`src/sv/fkhs_pkg.sv`:
```
`timescale 1ns / 1ps
// fkhs_pkg: widths, constants and shared types of the flow key hash steering unit
// no dependencies; imported by every other file of the block

package fkhs_pkg;

   // field widths
   localparam int ADDR_W = 32;
   localparam int PORT_W = 16;
   localparam int HASH_W = 32;
   localparam int WC_W   = 5;
   localparam int WIDX_W = 4;

   // steering limits
   localparam int MAX_WORKERS = 16;

   // hash constants
   localparam int HASH_MULT = 13;
   localparam int SH_K1     = 24;
   localparam int SH_K2     = 18;
   localparam int SH_K3     = 12;
   localparam int SH_K4     = 6;

   // back end: remainder pipeline
   localparam int BACK_STAGES    = 4;
   localparam int BITS_PER_STAGE = HASH_W / BACK_STAGES;

   // queue between front and back
   localparam int QUEUE_DEPTH = 2;
   localparam int QPTR_W      = $clog2(QUEUE_DEPTH);
   localparam int QCNT_W      = $clog2(QUEUE_DEPTH + 1);

   typedef struct packed {
      logic [ADDR_W-1:0] low_addr;
      logic [PORT_W-1:0] low_port;
      logic [ADDR_W-1:0] high_addr;
      logic [PORT_W-1:0] high_port;
   } key_type;

   typedef struct packed {
      key_type           key;
      logic [HASH_W-1:0] flow_hash;
   } entry_type;

endpackage

```
`src/sv/fkhs_req_if.sv`:
```
`timescale 1ns / 1ps
// fkhs_req_if: request channel, two endpoints of one packet header
// depends on fkhs_pkg

interface fkhs_req_if import fkhs_pkg::*; ();
   logic              valid;
   logic              ready;
   logic [ADDR_W-1:0] addr_a;
   logic [PORT_W-1:0] port_a;
   logic [ADDR_W-1:0] addr_b;
   logic [PORT_W-1:0] port_b;

   modport source (output valid, addr_a, port_a, addr_b, port_b, input ready);
   modport sink   (input valid, addr_a, port_a, addr_b, port_b, output ready);
endinterface

```
`src/sv/fkhs_rsp_if.sv`:
```
`timescale 1ns / 1ps
// fkhs_rsp_if: response channel, ordered flow key, hash and chosen worker
// depends on fkhs_pkg

interface fkhs_rsp_if import fkhs_pkg::*; ();
   logic              valid;
   logic              ready;
   logic [ADDR_W-1:0] low_addr;
   logic [PORT_W-1:0] low_port;
   logic [ADDR_W-1:0] high_addr;
   logic [PORT_W-1:0] high_port;
   logic [HASH_W-1:0] flow_hash;
   logic [WIDX_W-1:0] worker_index;

   modport source (output valid, low_addr, low_port, high_addr, high_port, flow_hash,
                   worker_index, input ready);
   modport sink   (input valid, low_addr, low_port, high_addr, high_port, flow_hash,
                   worker_index, output ready);
endinterface

```
`src/sv/fkhs_front.sv`:
```
`timescale 1ns / 1ps
// fkhs_front: takes requests, orders the endpoints, hashes the ordered key
// depends on fkhs_pkg and fkhs_req_if

module fkhs_front import fkhs_pkg::*; (
   input  logic       clock,
   input  logic       reset,
   fkhs_req_if.sink   req_chan,
   output logic       push_valid,
   input  logic       push_ready,
   output entry_type  push_entry
);

   logic          vld_ff;
   logic          vld_in;
   key_type       key_ff;
   key_type       key_in;
   logic          a_first;
   logic          take;
   logic [7:0]    k1, k2, k3, k4, k5, k8, k9, k10, k11;
   logic [HASH_W-1:0] mix;
   logic [HASH_W-1:0] tail;
   logic [HASH_W-1:0] prod;

   assign req_chan.ready = !vld_ff || push_ready;
   assign take = req_chan.valid && req_chan.ready;

   // lower raw address first, ties broken on host-order port
   always_comb begin
      if (req_chan.addr_a < req_chan.addr_b) begin
         a_first = 1'b1;
      end else if (req_chan.addr_a > req_chan.addr_b) begin
         a_first = 1'b0;
      end else begin
         a_first = {req_chan.port_a[7:0], req_chan.port_a[15:8]} <
                   {req_chan.port_b[7:0], req_chan.port_b[15:8]};
      end
      if (a_first) begin
         key_in.low_addr  = req_chan.addr_a;
         key_in.low_port  = req_chan.port_a;
         key_in.high_addr = req_chan.addr_b;
         key_in.high_port = req_chan.port_b;
      end else begin
         key_in.low_addr  = req_chan.addr_b;
         key_in.low_port  = req_chan.port_b;
         key_in.high_addr = req_chan.addr_a;
         key_in.high_port = req_chan.port_a;
      end
   end

   always_comb begin
      vld_in = vld_ff;
      if (take) begin
         vld_in = 1'b1;
      end else if (push_ready) begin
         vld_in = 1'b0;
      end
   end

   always_ff @(posedge clock) begin
      if (reset) begin
         vld_ff <= 1'b0;
      end else begin
         vld_ff <= vld_in;
      end
   end

   always_ff @(posedge clock) begin
      if (take) begin
         key_ff <= key_in;
      end
   end

   // key bytes in little-endian layout
   assign k1  = key_ff.low_addr[15:8];
   assign k2  = key_ff.low_addr[23:16];
   assign k3  = key_ff.low_addr[31:24];
   assign k4  = key_ff.low_port[7:0];
   assign k5  = key_ff.low_port[15:8];
   assign k8  = key_ff.high_addr[23:16];
   assign k9  = key_ff.high_addr[31:24];
   assign k10 = key_ff.high_port[7:0];
   assign k11 = key_ff.high_port[15:8];

   assign mix  = (HASH_W'(k1) << SH_K1) ^ (HASH_W'(k2) << SH_K2) ^
                 (HASH_W'(k3) << SH_K3) ^ (HASH_W'(k4) << SH_K4) ^ HASH_W'(k5);
   assign tail = {k8, k9, k10, k11};
   assign prod = HASH_W'(mix * HASH_W'(HASH_MULT));

   assign push_valid           = vld_ff;
   assign push_entry.key       = key_ff;
   assign push_entry.flow_hash = prod ^ tail;

   a_key_ordered: assert property (@(posedge clock) disable iff (reset)
      vld_ff |-> key_ff.low_addr <= key_ff.high_addr)
      else $error("flow key endpoints out of order");

endmodule

```
`src/sv/fkhs_queue.sv`:
```
`timescale 1ns / 1ps
// fkhs_queue: short queue between front and back end
// depends on fkhs_pkg

module fkhs_queue import fkhs_pkg::*; (
   input  logic       clock,
   input  logic       reset,
   input  logic       push_valid,
   output logic       push_ready,
   input  entry_type  push_entry,
   output logic       pop_valid,
   input  logic       pop_ready,
   output entry_type  pop_entry
);

   entry_type          slot_ff [QUEUE_DEPTH];
   logic [QPTR_W-1:0]  wr_ptr_ff, wr_ptr_in;
   logic [QPTR_W-1:0]  rd_ptr_ff, rd_ptr_in;
   logic [QCNT_W-1:0]  cnt_ff, cnt_in;
   logic               push_fire;
   logic               pop_fire;

   assign push_ready = cnt_ff < QCNT_W'(QUEUE_DEPTH);
   assign pop_valid  = cnt_ff != '0;
   assign pop_entry  = slot_ff[rd_ptr_ff];
   assign push_fire  = push_valid && push_ready;
   assign pop_fire   = pop_valid && pop_ready;

   always_comb begin
      wr_ptr_in = wr_ptr_ff;
      rd_ptr_in = rd_ptr_ff;
      cnt_in    = cnt_ff;
      if (push_fire) begin
         wr_ptr_in = (wr_ptr_ff == QPTR_W'(QUEUE_DEPTH - 1)) ? '0 : wr_ptr_ff + 1'b1;
      end
      if (pop_fire) begin
         rd_ptr_in = (rd_ptr_ff == QPTR_W'(QUEUE_DEPTH - 1)) ? '0 : rd_ptr_ff + 1'b1;
      end
      if (push_fire && !pop_fire) begin
         cnt_in = cnt_ff + 1'b1;
      end else if (pop_fire && !push_fire) begin
         cnt_in = cnt_ff - 1'b1;
      end
   end

   always_ff @(posedge clock) begin
      if (reset) begin
         wr_ptr_ff <= '0;
         rd_ptr_ff <= '0;
         cnt_ff    <= '0;
      end else begin
         wr_ptr_ff <= wr_ptr_in;
         rd_ptr_ff <= rd_ptr_in;
         cnt_ff    <= cnt_in;
      end
   end

   always_ff @(posedge clock) begin
      if (push_fire) begin
         slot_ff[wr_ptr_ff] <= push_entry;
      end
   end

   a_cnt_bound: assert property (@(posedge clock) disable iff (reset)
      cnt_ff <= QCNT_W'(QUEUE_DEPTH))
      else $error("queue count above depth");

   a_cnt_grow: assert property (@(posedge clock) disable iff (reset)
      (push_fire && !pop_fire) |=> cnt_ff == $past(cnt_ff) + 1'b1)
      else $error("queue count lost a push");

endmodule

```
`src/sv/fkhs_back.sv`:
```
`timescale 1ns / 1ps
// fkhs_back: remainder pipeline for the worker index and the response register
// depends on fkhs_pkg and fkhs_rsp_if

module fkhs_back import fkhs_pkg::*; (
   input  logic             clock,
   input  logic             reset,
   input  logic [WC_W-1:0]  n_eff,
   input  logic             pop_valid,
   output logic             pop_ready,
   input  entry_type        pop_entry,
   fkhs_rsp_if.source       rsp_chan
);

   localparam int LAST = BACK_STAGES - 1;

   typedef struct packed {
      entry_type         item;
      logic [WC_W-1:0]   divisor;
      logic [WIDX_W-1:0] rem;
   } stage_type;

   logic [BACK_STAGES-1:0] vld_ff;
   logic [BACK_STAGES-1:0] vld_in;
   logic [BACK_STAGES-1:0] adv;
   stage_type              stage_ff [BACK_STAGES];
   stage_type              stage_in [BACK_STAGES];

   // restoring remainder over a slice of hash bits, msb first
   function automatic logic [WIDX_W-1:0] rem_step(
      input logic [WIDX_W-1:0]         r,
      input logic [BITS_PER_STAGE-1:0] bits,
      input logic [WC_W-1:0]           n
   );
      logic [WIDX_W:0]   t;
      logic [WIDX_W-1:0] acc;
      acc = r;
      for (int i = BITS_PER_STAGE - 1; i >= 0; i--) begin
         t = {acc, bits[i]};
         if (t >= (WIDX_W + 1)'(n)) begin
            t = t - (WIDX_W + 1)'(n);
         end
         acc = t[WIDX_W-1:0];
      end
      return acc;
   endfunction

   always_comb begin
      adv[LAST] = !vld_ff[LAST] || rsp_chan.ready;
      for (int k = LAST - 1; k >= 0; k--) begin
         adv[k] = !vld_ff[k] || adv[k+1];
      end
   end

   assign pop_ready = adv[0];

   always_comb begin
      stage_in[0].item    = pop_entry;
      stage_in[0].divisor = n_eff;
      stage_in[0].rem     = rem_step('0, pop_entry.flow_hash[HASH_W-1 -: BITS_PER_STAGE],
                                     n_eff);
      vld_in[0]           = adv[0] ? pop_valid : vld_ff[0];
      for (int k = 1; k < BACK_STAGES; k++) begin
         stage_in[k].item    = stage_ff[k-1].item;
         stage_in[k].divisor = stage_ff[k-1].divisor;
         stage_in[k].rem     = rem_step(stage_ff[k-1].rem,
            stage_ff[k-1].item.flow_hash[HASH_W-1-k*BITS_PER_STAGE -: BITS_PER_STAGE],
            stage_ff[k-1].divisor);
         vld_in[k]           = adv[k] ? vld_ff[k-1] : vld_ff[k];
      end
   end

   always_ff @(posedge clock) begin
      if (reset) begin
         vld_ff <= '0;
      end else begin
         vld_ff <= vld_in;
      end
   end

   always_ff @(posedge clock) begin
      for (int k = 0; k < BACK_STAGES; k++) begin
         if (adv[k]) begin
            stage_ff[k] <= stage_in[k];
         end
      end
   end

   assign rsp_chan.valid        = vld_ff[LAST];
   assign rsp_chan.low_addr     = stage_ff[LAST].item.key.low_addr;
   assign rsp_chan.low_port     = stage_ff[LAST].item.key.low_port;
   assign rsp_chan.high_addr    = stage_ff[LAST].item.key.high_addr;
   assign rsp_chan.high_port    = stage_ff[LAST].item.key.high_port;
   assign rsp_chan.flow_hash    = stage_ff[LAST].item.flow_hash;
   assign rsp_chan.worker_index = stage_ff[LAST].rem;

   a_rem_below: assert property (@(posedge clock) disable iff (reset)
      vld_ff[LAST] |-> WC_W'(stage_ff[LAST].rem) < stage_ff[LAST].divisor)
      else $error("worker index not below worker count");

   a_rem_full: assert property (@(posedge clock) disable iff (reset)
      (vld_ff[LAST] && stage_ff[LAST].divisor == WC_W'(MAX_WORKERS)) |->
      stage_ff[LAST].rem == stage_ff[LAST].item.flow_hash[WIDX_W-1:0])
      else $error("worker index wrong for full worker count");

endmodule

```
`src/sv/flow_key_hash_steer_unit.sv`:
```
`timescale 1ns / 1ps
// channel   dir  handshake           payload
// req_chan  in   valid/ready         addr_a, port_a, addr_b, port_b
// rsp_chan  out  valid/ready         low/high addr+port, flow_hash, worker_index
// csr       in   csr_wr_en, no wait  csr_wr_data = worker_count (5 bits)
//
// one request per cycle sustained while rsp_chan.ready stays high; a response passes through
// the front register, the queue slot and the four remainder stages in that order
// reset (synchronous, active high) empties every stage and sets worker_count to 1
// a stalled response holds the back end; the two-slot queue lets the front keep taking
// requests until it fills, then req_chan.ready drops
// depends on fkhs_pkg, fkhs_req_if, fkhs_rsp_if, fkhs_front, fkhs_queue, fkhs_back

module flow_key_hash_steer_unit import fkhs_pkg::*; (
   input  logic             clock,
   input  logic             reset,
   fkhs_req_if.sink         req_chan,
   fkhs_rsp_if.source       rsp_chan,
   input  logic             csr_wr_en,
   input  logic [WC_W-1:0]  csr_wr_data
);

   logic [WC_W-1:0] worker_count_ff;
   logic [WC_W-1:0] worker_count_in;
   logic [WC_W-1:0] n_eff;

   // front to queue
   logic      push_valid;
   logic      push_ready;
   entry_type push_entry;

   // queue to back
   logic      pop_valid;
   logic      pop_ready;
   entry_type pop_entry;

   // worker count register, written whenever the enable is high
   assign worker_count_in = csr_wr_en ? csr_wr_data : worker_count_ff;

   always_ff @(posedge clock) begin
      if (reset) begin
         worker_count_ff <= WC_W'(1);
      end else begin
         worker_count_ff <= worker_count_in;
      end
   end

   // zero acts as one worker, large counts saturate
   always_comb begin
      if (worker_count_ff == '0) begin
         n_eff = WC_W'(1);
      end else if (int'(worker_count_ff) > MAX_WORKERS) begin
         n_eff = WC_W'(MAX_WORKERS);
      end else begin
         n_eff = worker_count_ff;
      end
   end

   // ordering and hash
   fkhs_front u_front (
      .clock      (clock),
      .reset      (reset),
      .req_chan   (req_chan),
      .push_valid (push_valid),
      .push_ready (push_ready),
      .push_entry (push_entry)
   );

   // decoupling queue
   fkhs_queue u_queue (
      .clock      (clock),
      .reset      (reset),
      .push_valid (push_valid),
      .push_ready (push_ready),
      .push_entry (push_entry),
      .pop_valid  (pop_valid),
      .pop_ready  (pop_ready),
      .pop_entry  (pop_entry)
   );

   // worker selection and response register
   fkhs_back u_back (
      .clock     (clock),
      .reset     (reset),
      .n_eff     (n_eff),
      .pop_valid (pop_valid),
      .pop_ready (pop_ready),
      .pop_entry (pop_entry),
      .rsp_chan  (rsp_chan)
   );

endmodule

```
`src/flat_wrapper.sv`:
```
// flat-port wrapper written by rule: the top's interface ports become plain ports
module flow_key_hash_steer_unit_flat import fkhs_pkg::*;
  (clock, reset, csr_wr_en, csr_wr_data, req_chan_valid, req_chan_addr_a, req_chan_port_a, req_chan_addr_b, req_chan_port_b, req_chan_ready, rsp_chan_valid, rsp_chan_low_addr, rsp_chan_low_port, rsp_chan_high_addr, rsp_chan_high_port, rsp_chan_flow_hash, rsp_chan_worker_index, rsp_chan_ready);
  fkhs_req_if req_chan_i ();
  fkhs_rsp_if rsp_chan_i ();
  input  logic clock;
  input  logic reset;
  input  logic csr_wr_en;
  input  logic [WC_W-1:0] csr_wr_data;
  input wire logic [$bits(req_chan_i.valid)-1:0] req_chan_valid;
  input wire logic [$bits(req_chan_i.addr_a)-1:0] req_chan_addr_a;
  input wire logic [$bits(req_chan_i.port_a)-1:0] req_chan_port_a;
  input wire logic [$bits(req_chan_i.addr_b)-1:0] req_chan_addr_b;
  input wire logic [$bits(req_chan_i.port_b)-1:0] req_chan_port_b;
  output wire logic [$bits(req_chan_i.ready)-1:0] req_chan_ready;
  output wire logic [$bits(rsp_chan_i.valid)-1:0] rsp_chan_valid;
  output wire logic [$bits(rsp_chan_i.low_addr)-1:0] rsp_chan_low_addr;
  output wire logic [$bits(rsp_chan_i.low_port)-1:0] rsp_chan_low_port;
  output wire logic [$bits(rsp_chan_i.high_addr)-1:0] rsp_chan_high_addr;
  output wire logic [$bits(rsp_chan_i.high_port)-1:0] rsp_chan_high_port;
  output wire logic [$bits(rsp_chan_i.flow_hash)-1:0] rsp_chan_flow_hash;
  output wire logic [$bits(rsp_chan_i.worker_index)-1:0] rsp_chan_worker_index;
  input wire logic [$bits(rsp_chan_i.ready)-1:0] rsp_chan_ready;
  assign req_chan_i.valid = req_chan_valid;
  assign req_chan_i.addr_a = req_chan_addr_a;
  assign req_chan_i.port_a = req_chan_port_a;
  assign req_chan_i.addr_b = req_chan_addr_b;
  assign req_chan_i.port_b = req_chan_port_b;
  assign req_chan_ready = req_chan_i.ready;
  assign rsp_chan_valid = rsp_chan_i.valid;
  assign rsp_chan_low_addr = rsp_chan_i.low_addr;
  assign rsp_chan_low_port = rsp_chan_i.low_port;
  assign rsp_chan_high_addr = rsp_chan_i.high_addr;
  assign rsp_chan_high_port = rsp_chan_i.high_port;
  assign rsp_chan_flow_hash = rsp_chan_i.flow_hash;
  assign rsp_chan_worker_index = rsp_chan_i.worker_index;
  assign rsp_chan_i.ready = rsp_chan_ready;
  flow_key_hash_steer_unit u_core (.clock(clock), .reset(reset), .req_chan(req_chan_i), .rsp_chan(rsp_chan_i), .csr_wr_en(csr_wr_en), .csr_wr_data(csr_wr_data));
endmodule
```
`config.mk`:
```
export PLATFORM = sky130hd
export DESIGN_NAME = flow_key_hash_steer_unit_flat
export DESIGN_NICKNAME = d
export VERILOG_FILES = /design/src/sv/fkhs_pkg.sv /design/src/sv/fkhs_req_if.sv /design/src/sv/fkhs_rsp_if.sv /design/src/sv/fkhs_front.sv /design/src/sv/fkhs_queue.sv /design/src/sv/fkhs_back.sv /design/src/sv/flow_key_hash_steer_unit.sv /design/src/flat_wrapper.sv
export SDC_FILE = /design/constraint.sdc
export NUM_CORES = 1
export LEC_CHECK = 0
export BUFFER_PORTS_ARGS = -buffer_cell sky130_fd_sc_hd__buf_2
export CAP_MARGIN = 10
export CORE_MARGIN = 2
export CORE_UTILIZATION = 41
export DETAILED_ROUTE_END_ITERATION = 10
export PLACE_DENSITY = 0.57
export SYNTH_ARGS = -nofsm -noshare
export SYNTH_HDL_FRONTEND = slang
export SYNTH_SLANG_ARGS = --single-unit
```
`constraint.sdc`:
```
create_clock -name clock -period 11.3 [get_ports clock]
set_input_delay 0.565 -clock clock [delete_from_list [all_inputs] [get_ports clock]]
set_output_delay 0.565 -clock clock [all_outputs]
set_load 0.05 [all_outputs]
```
# After elaboration in Yosys (flattened, before gate mapping)
# Memories as Yosys holds them, arrays and structs flattened. A register that Yosys moved wholly into a read port is not among the register bits.
# Index checks and enable logic that the tools add are counted.
[word_totals]
memories = 2
reg_bits = 110
inputBits = 106
wordCells = 170
mem_bits_rw = 804
out_inout_bits = 134
[classes]
muxes = 55
n_bitwise = 5
n_mul = 1
magnitude_cmp = 37
reduce_logical = 21
add_sub_neg = 36
[mem_list]
columns = ["name", "words", "word_bits", "rd", "rd_clocked_by_memory_dff", "wr", "line_no", "text"]
rows = [
  ["u_core.u_back.stage_ff", 4, 137, 4, 0, 4, "fkhs_back.sv:26", "stage_type stage_ff [BACK_STAGES];"],
  ["u_core.u_queue.slot_ff", 2, 128, 1, 1, 1, "fkhs_queue.sv:16", "entry_type slot_ff [QUEUE_DEPTH];"],
]
[op_table]
columns = ["cell", "count"]
rows = [
  ["$ge A5 B5 Y1", 31],
  ["$mux W4", 32],
  ["$sub A4 B4 Y4", 31],
  ["$mux W96", 1],
  ["$gt A32 B32 Y1", 1],
  ["$lt A32 B32 Y1", 1],
  ["$mul A32 B4 Y32 const B", 1],
  ["$xor A32 B14 Y32", 1],
  ["$xor A32 B20 Y32", 1],
  ["$xor A32 B26 Y32", 1],
  ["$xor A32 B32 Y32", 1],
  ["$xor A32 B8 Y32", 1],
  ["$mux W1", 18],
  ["$lt A16 B16 Y1", 1],
  ["$mux W5", 2],
  ["$logic_not A1 Y1", 7],
  ["$reduce_bool A2 Y1", 3],
  ["$ge A1 B5 Y1", 1],
  ["$gt A5 B5 Y1 const B", 1],
  ["$logic_and A1 B1 Y1", 5],
  ["$logic_not A5 Y1", 1],
  ["$logic_or A1 B1 Y1", 5],
  ["$mux W2", 2],
  ["$sub A1 B4 Y4", 1],
  ["4 further kinds", 5],
]

# Longest topological paths before layout
[logic_depth]
word_depth = 19
mapped_depth = 53
mapped_depth_nobuf = 53

# By module
# Synthesis repeated with hierarchy kept, for this count alone.
[unflattened]
cells_unflattened = 2622
area_unflattened_um2 = 41113.2
[by_module_without_submodules]
columns = ["mod", "n_inst", "area_per_inst_um2", "seq_area_each_um2", "cells_each"]
rows = [
  ["fkhs_back", 1, 23113.4, 16385.7, 1407],
  ["fkhs_queue", 1, 9500.4, 7787.5, 421],
  ["fkhs_front", 1, 8286.7, 2902.8, 770],
  ["flow_key_hash_steer_unit", 1, 212.7, 100.1, 24],
]

# Least setup slack after synthesis
# OpenSTA, ideal clock, no wires.
[synth_path]
path_kind = "register to register"
from = "mem u_core.u_back.stage_ff[1][5] (netlist name)"
to = "mem u_core.u_back.stage_ff[2][1] (netlist name) (data pin)"
arrival_ns = 11.222
stages_incl_launch_ff = 53
setup_ns = 0.260
period_less_slack_ns = 11.482
path_slack_ns = -0.182
cell_sequence = "edfxtp_1 > inv_1 > ha_1 > nor2b_1 > o21ai_1 > a31oi_1 > a211oi_2 > mux2_2 > inv_1 > ha_1 > nor2b_1 > o21a_1 > o311a_1 > nor2_1 > nor2_1 > nor2_1 > inv_1 > ha_1 > [17 not listed] > a21o_1 > a21oi_1 > o21ai_1 > mux2_2 > inv_1 > ha_1 > a21o_1 > a21o_1 > a211oi_1 > or2_2 > mux2i_1 > ha_1 > a21o_1 > a21oi_1 > nor2b_1 > o21ai_0 > nand2b_1 > mux2_2"
[synth_lines]
columns = ["element", "line_no"]
rows = [
  ["start: declaration", "fkhs_back.sv:26"],
]

==> out/qor.yml <==
portBuffers: 239
worst-r2r-cell-count: 45
grt_pass1_vias: 22999
finalSetupViolCount: 0
grt_use_total_pct: 16.4
layout.area.seq_mm2: 0.0272
synth_edf_count: 895
design_area_mm2: 0.0479
top_cells_by_area_in_the_synthesized_netlist: "sky130_fd_sc_hd__edfxtp_1, sky130_fd_sc_hd__ha_1, sky130_fd_sc_hd__mux2_2, sky130_fd_sc_hd__fa_1, sky130_fd_sc_hd__inv_1"
design.portCount: 240
detail_route.wirelength_um: 84700
yosysSeqAreaShare_pct: 65.8
initial_utilization_pct: 41.3
max_slew.worst_pin.slew_ns: 1.05
global_route.overflow_total: 0
synthXorXnorAreaFrac_pct: 2.86
dpl.hpwl_um: 58600
timing.slew.headroom_pct: 29.7
final.setup_skew_ns: 0.0424
timing_worst_setup_path_type: "reg -> reg"
yosysTopAreaCellShare_pct: 65.1
synth-main-ff-cell: "sky130_fd_sc_hd__edfxtp_1"
cts_tree: "built"
ctsLongestPathBuffers: 3
fin_crit_sh_pct: 95.4
postCtsHoldBufs: 0
ctsHtreeMaxLevel: 3
main_combinational_cell_family_by_area_after_synthesis: "adder cells"
critical_path.max_fanout: 6
outcome: "finished, final reports clean"
synth_compound_area_share_pct: 5.51
highest_clock_rate_ghz: 0.0928
cp_common_cell: "sky130_fd_sc_hd__ha_1"
timing_hold_violations_final: 0
placeableCoreArea_mm2: 0.100
slew_violations: 0
hold_path_class: "in -> reg"
drv_cap: 0
synth.largest_area_cell: "sky130_fd_sc_hd__edfxtp_1"
maximum_number_of_pins_on_one_net_before_global_route_repair: 87
route.detailed.vias_per_inst: 5.00
wl_per_cell_um: 19.4
final_antenna_net_count: 0
numCtsBuffers: 96
first_pass_grt_wire_length_um: 131000
dr.first_iter.drc_count: 1190
finalWeightedCongestion: 0.838
die-width_um: 321
crit_path_start_kind: "flop"
worstPathArrival_ns: 11.17
synth_area_mm2: 0.0413
die-area_mm2: 0.103
area_growth_syn_to_layout_pct: 16.0
slowest_stage: "sky130_fd_sc_hd__edfxtp_1"
std_cell_rows: 116
cp.required_ns: 11.70
timing.final.crit_period_ns: 10.78
clock_insertion_delay_worst_skew_ns: 0.67
drc: 0
grt_antenna_before_repair: 7
critical_path.max_stage_delay_ns: 0.41
yosysWarningCount: 0
most-common-layout-cells: "sky130_fd_sc_hd__edfxtp_1, sky130_fd_sc_hd__inv_1, sky130_fd_sc_hd__ha_1"
postSynthAreaPerCell_um2: 15.7
synthMuxAreaShare_pct: 8.53
post_synth_fa_ha_maj_area_fraction_pct: 10.8
cts.clk_slew.worst_paths_ns: 0.06
nFillCells: 8474
fin_nets: 3429
whs_path_depth: 2
worst_setup_path_end_kind: "flop"
cts-root-buf: "sky130_fd_sc_hd__clkbuf_16"
chipHeight_um: 321
ys_types: 73
share_of_cells_above_drive_strength_1_pct: 25.7
async_set_reset_flop_share_out_of_synthesis_pct: 0
synthesized_instance_count: 2635
drt_pre_antenna_iters: 4
detailroute.via_count: 21876
synth.net_count: 3061
ys_ff_latch: 910
clock_sinks: 910
area_occupied_by_multi_input_gates_mm2: 0.0131
placed_instance_area_mm2: 0.0444
yosys.area_share.simple_pct: 3.38
mostFrequentLayoutCell: "sky130_fd_sc_hd__edfxtp_1"
-- final timing paths --
check                                                     from                             end  slack, ns
worst min-delay path                            csr_wr_data[0]       u_core.worker_count_ff[0]       0.14
worst max-delay path              u_core.u_back.stage_ff[2][5]    u_core.u_back.stage_ff[3][3]       0.52
worst min register to register  u_core.u_back.stage_ff[2][112]  u_core.u_back.stage_ff[3][112]       0.41
worst max register to register    u_core.u_back.stage_ff[2][5]    u_core.u_back.stage_ff[3][3]       0.52
-- cells in the mapped netlist, types with 3 or more instances --
cell	number
sky130_fd_sc_hd__or2_2	4
sky130_fd_sc_hd__ha_1	262
sky130_fd_sc_hd__nor4_1	3
sky130_fd_sc_hd__a31o_2	6
sky130_fd_sc_hd__a21o_1	54
sky130_fd_sc_hd__mux2_4	40
sky130_fd_sc_hd__a2111oi_0	3
sky130_fd_sc_hd__mux2_2	223
sky130_fd_sc_hd__buf_2	6
sky130_fd_sc_hd__o31ai_1	5
sky130_fd_sc_hd__o22ai_1	3
sky130_fd_sc_hd__buf_1	4
sky130_fd_sc_hd__buf_6	5
sky130_fd_sc_hd__nand4_1	7
sky130_fd_sc_hd__or4_1	3
sky130_fd_sc_hd__a21oi_1	95
sky130_fd_sc_hd__inv_1	298
sky130_fd_sc_hd__o211ai_1	11
sky130_fd_sc_hd__edfxtp_1	895
sky130_fd_sc_hd__o21a_1	14
sky130_fd_sc_hd__o21bai_1	8
sky130_fd_sc_hd__o211a_1	3
sky130_fd_sc_hd__xor2_1	64
sky130_fd_sc_hd__a31oi_1	14
sky130_fd_sc_hd__nor2_1	69
sky130_fd_sc_hd__a211oi_1	17
sky130_fd_sc_hd__xnor2_1	71
sky130_fd_sc_hd__a22oi_1	3
sky130_fd_sc_hd__o21ai_1	10
sky130_fd_sc_hd__clkbuf_1	16
sky130_fd_sc_hd__and3_1	9
sky130_fd_sc_hd__and4_1	3
sky130_fd_sc_hd__a211o_1	3
sky130_fd_sc_hd__a211oi_2	7
sky130_fd_sc_hd__nand3_1	22
sky130_fd_sc_hd__nand2b_1	26
sky130_fd_sc_hd__dfxtp_1	15
sky130_fd_sc_hd__nor2b_1	22
sky130_fd_sc_hd__and2_1	4
sky130_fd_sc_hd__mux2i_1	41
sky130_fd_sc_hd__fa_1	58
sky130_fd_sc_hd__or3_1	4
sky130_fd_sc_hd__nor3_1	16
sky130_fd_sc_hd__o21ai_0	63
sky130_fd_sc_hd__nand2_1	92
-- logic make-up after synthesis --
group                      after synthesis
DFF                                    910
AOI/OAI and AO/OA                      345
buffers and inverters                  330
adders and majority gates              320
muxes                                  304
and+or+nand+nor                        291
xor gates and xnor gates               135
-- worst max-delay path, delay by kind of cell (launching register included) --
family                   cells  cell delay [ns]
flip-flops                   1             0.41
adder cells (fa/ha/maj)      8             2.37
multiplexers                 7             2.48
buffers and inverters        3             0.40
AO/OA/AOI/OAI               19             3.81
AND/OR/NAND/NOR              8             1.04
-- stage by stage --
| stage | setup TNS (ns) | util, % | worst slack [ns] | std cells | hold WS [ns] |
|---|---|---|---|---|---|
| after floorplan | 0 | - | 0.00321 | 2635 | 0.400 |
| after global placement | 0 | 44.4 | 0.181 | 4189 | 0.402 |
| after detailed placement | -0.841 | 44.4 | -0.205 | 4189 | 0.405 |
| after CTS | 0 | 47.5 | 0.0276 | 4360 | 0.0935 |
| after global routing | -0.245 | 47.9 | -0.0382 | 4376 | 0.115 |
| final | 0 | 47.9 | 0.525 | 4376 | 0.142 |
-- sequential cells by signal, indices dropped and copies added, names as in the netlist, named ones only --
signal and count:
u_core.u_queue.wr_ptr_ff 1, u_core.u_queue.rd_ptr_ff 1, u_core.worker_count_ff 5, u_core.u_back.stage_ff 543, u_core.u_back.vld_ff 4, u_core.u_queue.slot_ff 256, u_core.u_front.push_entry 96, u_core.u_front.push_valid 1
u_core.u_queue.cnt_ff 2
-- metal layers --
metal	up-vias	routed length [µm]	GRT usage [%]	part of all wire (%)
met5	-	26	0	0.031
met4	4	2430	6.20	2.9
met3	153	3620	2.93	4.3
met2	432	40900	27.4	48
met1	10771	37700	21.3	45
li1	10516	-	-	-
-- area by class of cell --
class / count / share of cell area, %
Antenna cell: 2 / 0.0104
Clock buffer: 118 / 5.30
Clock inverter: 53 / 1.31
Inverter: 299 / 2.36
Multi-Input combinational cell: 1395 / 27.4
Sequential cell: 910 / 56.8
Tap cell: 1298 / 3.39
Timing Repair Buffer: 301 / 3.48
-- repair_timing --
| action | in CTS | in global routing |
|---|---|---|
| setup endpoints to repair | 7 | 16 |
| endpoints found under the hold margin | 0 | 0 |
| pin swaps | 0 | 12 |
| buffers inserted | 0 | 14 |
| resized for setup | 4 | 63 |
Power is left out: the tool's default activity adds up to more than one toggle a clock period on the data nets, which glitch-free logic cannot reach.
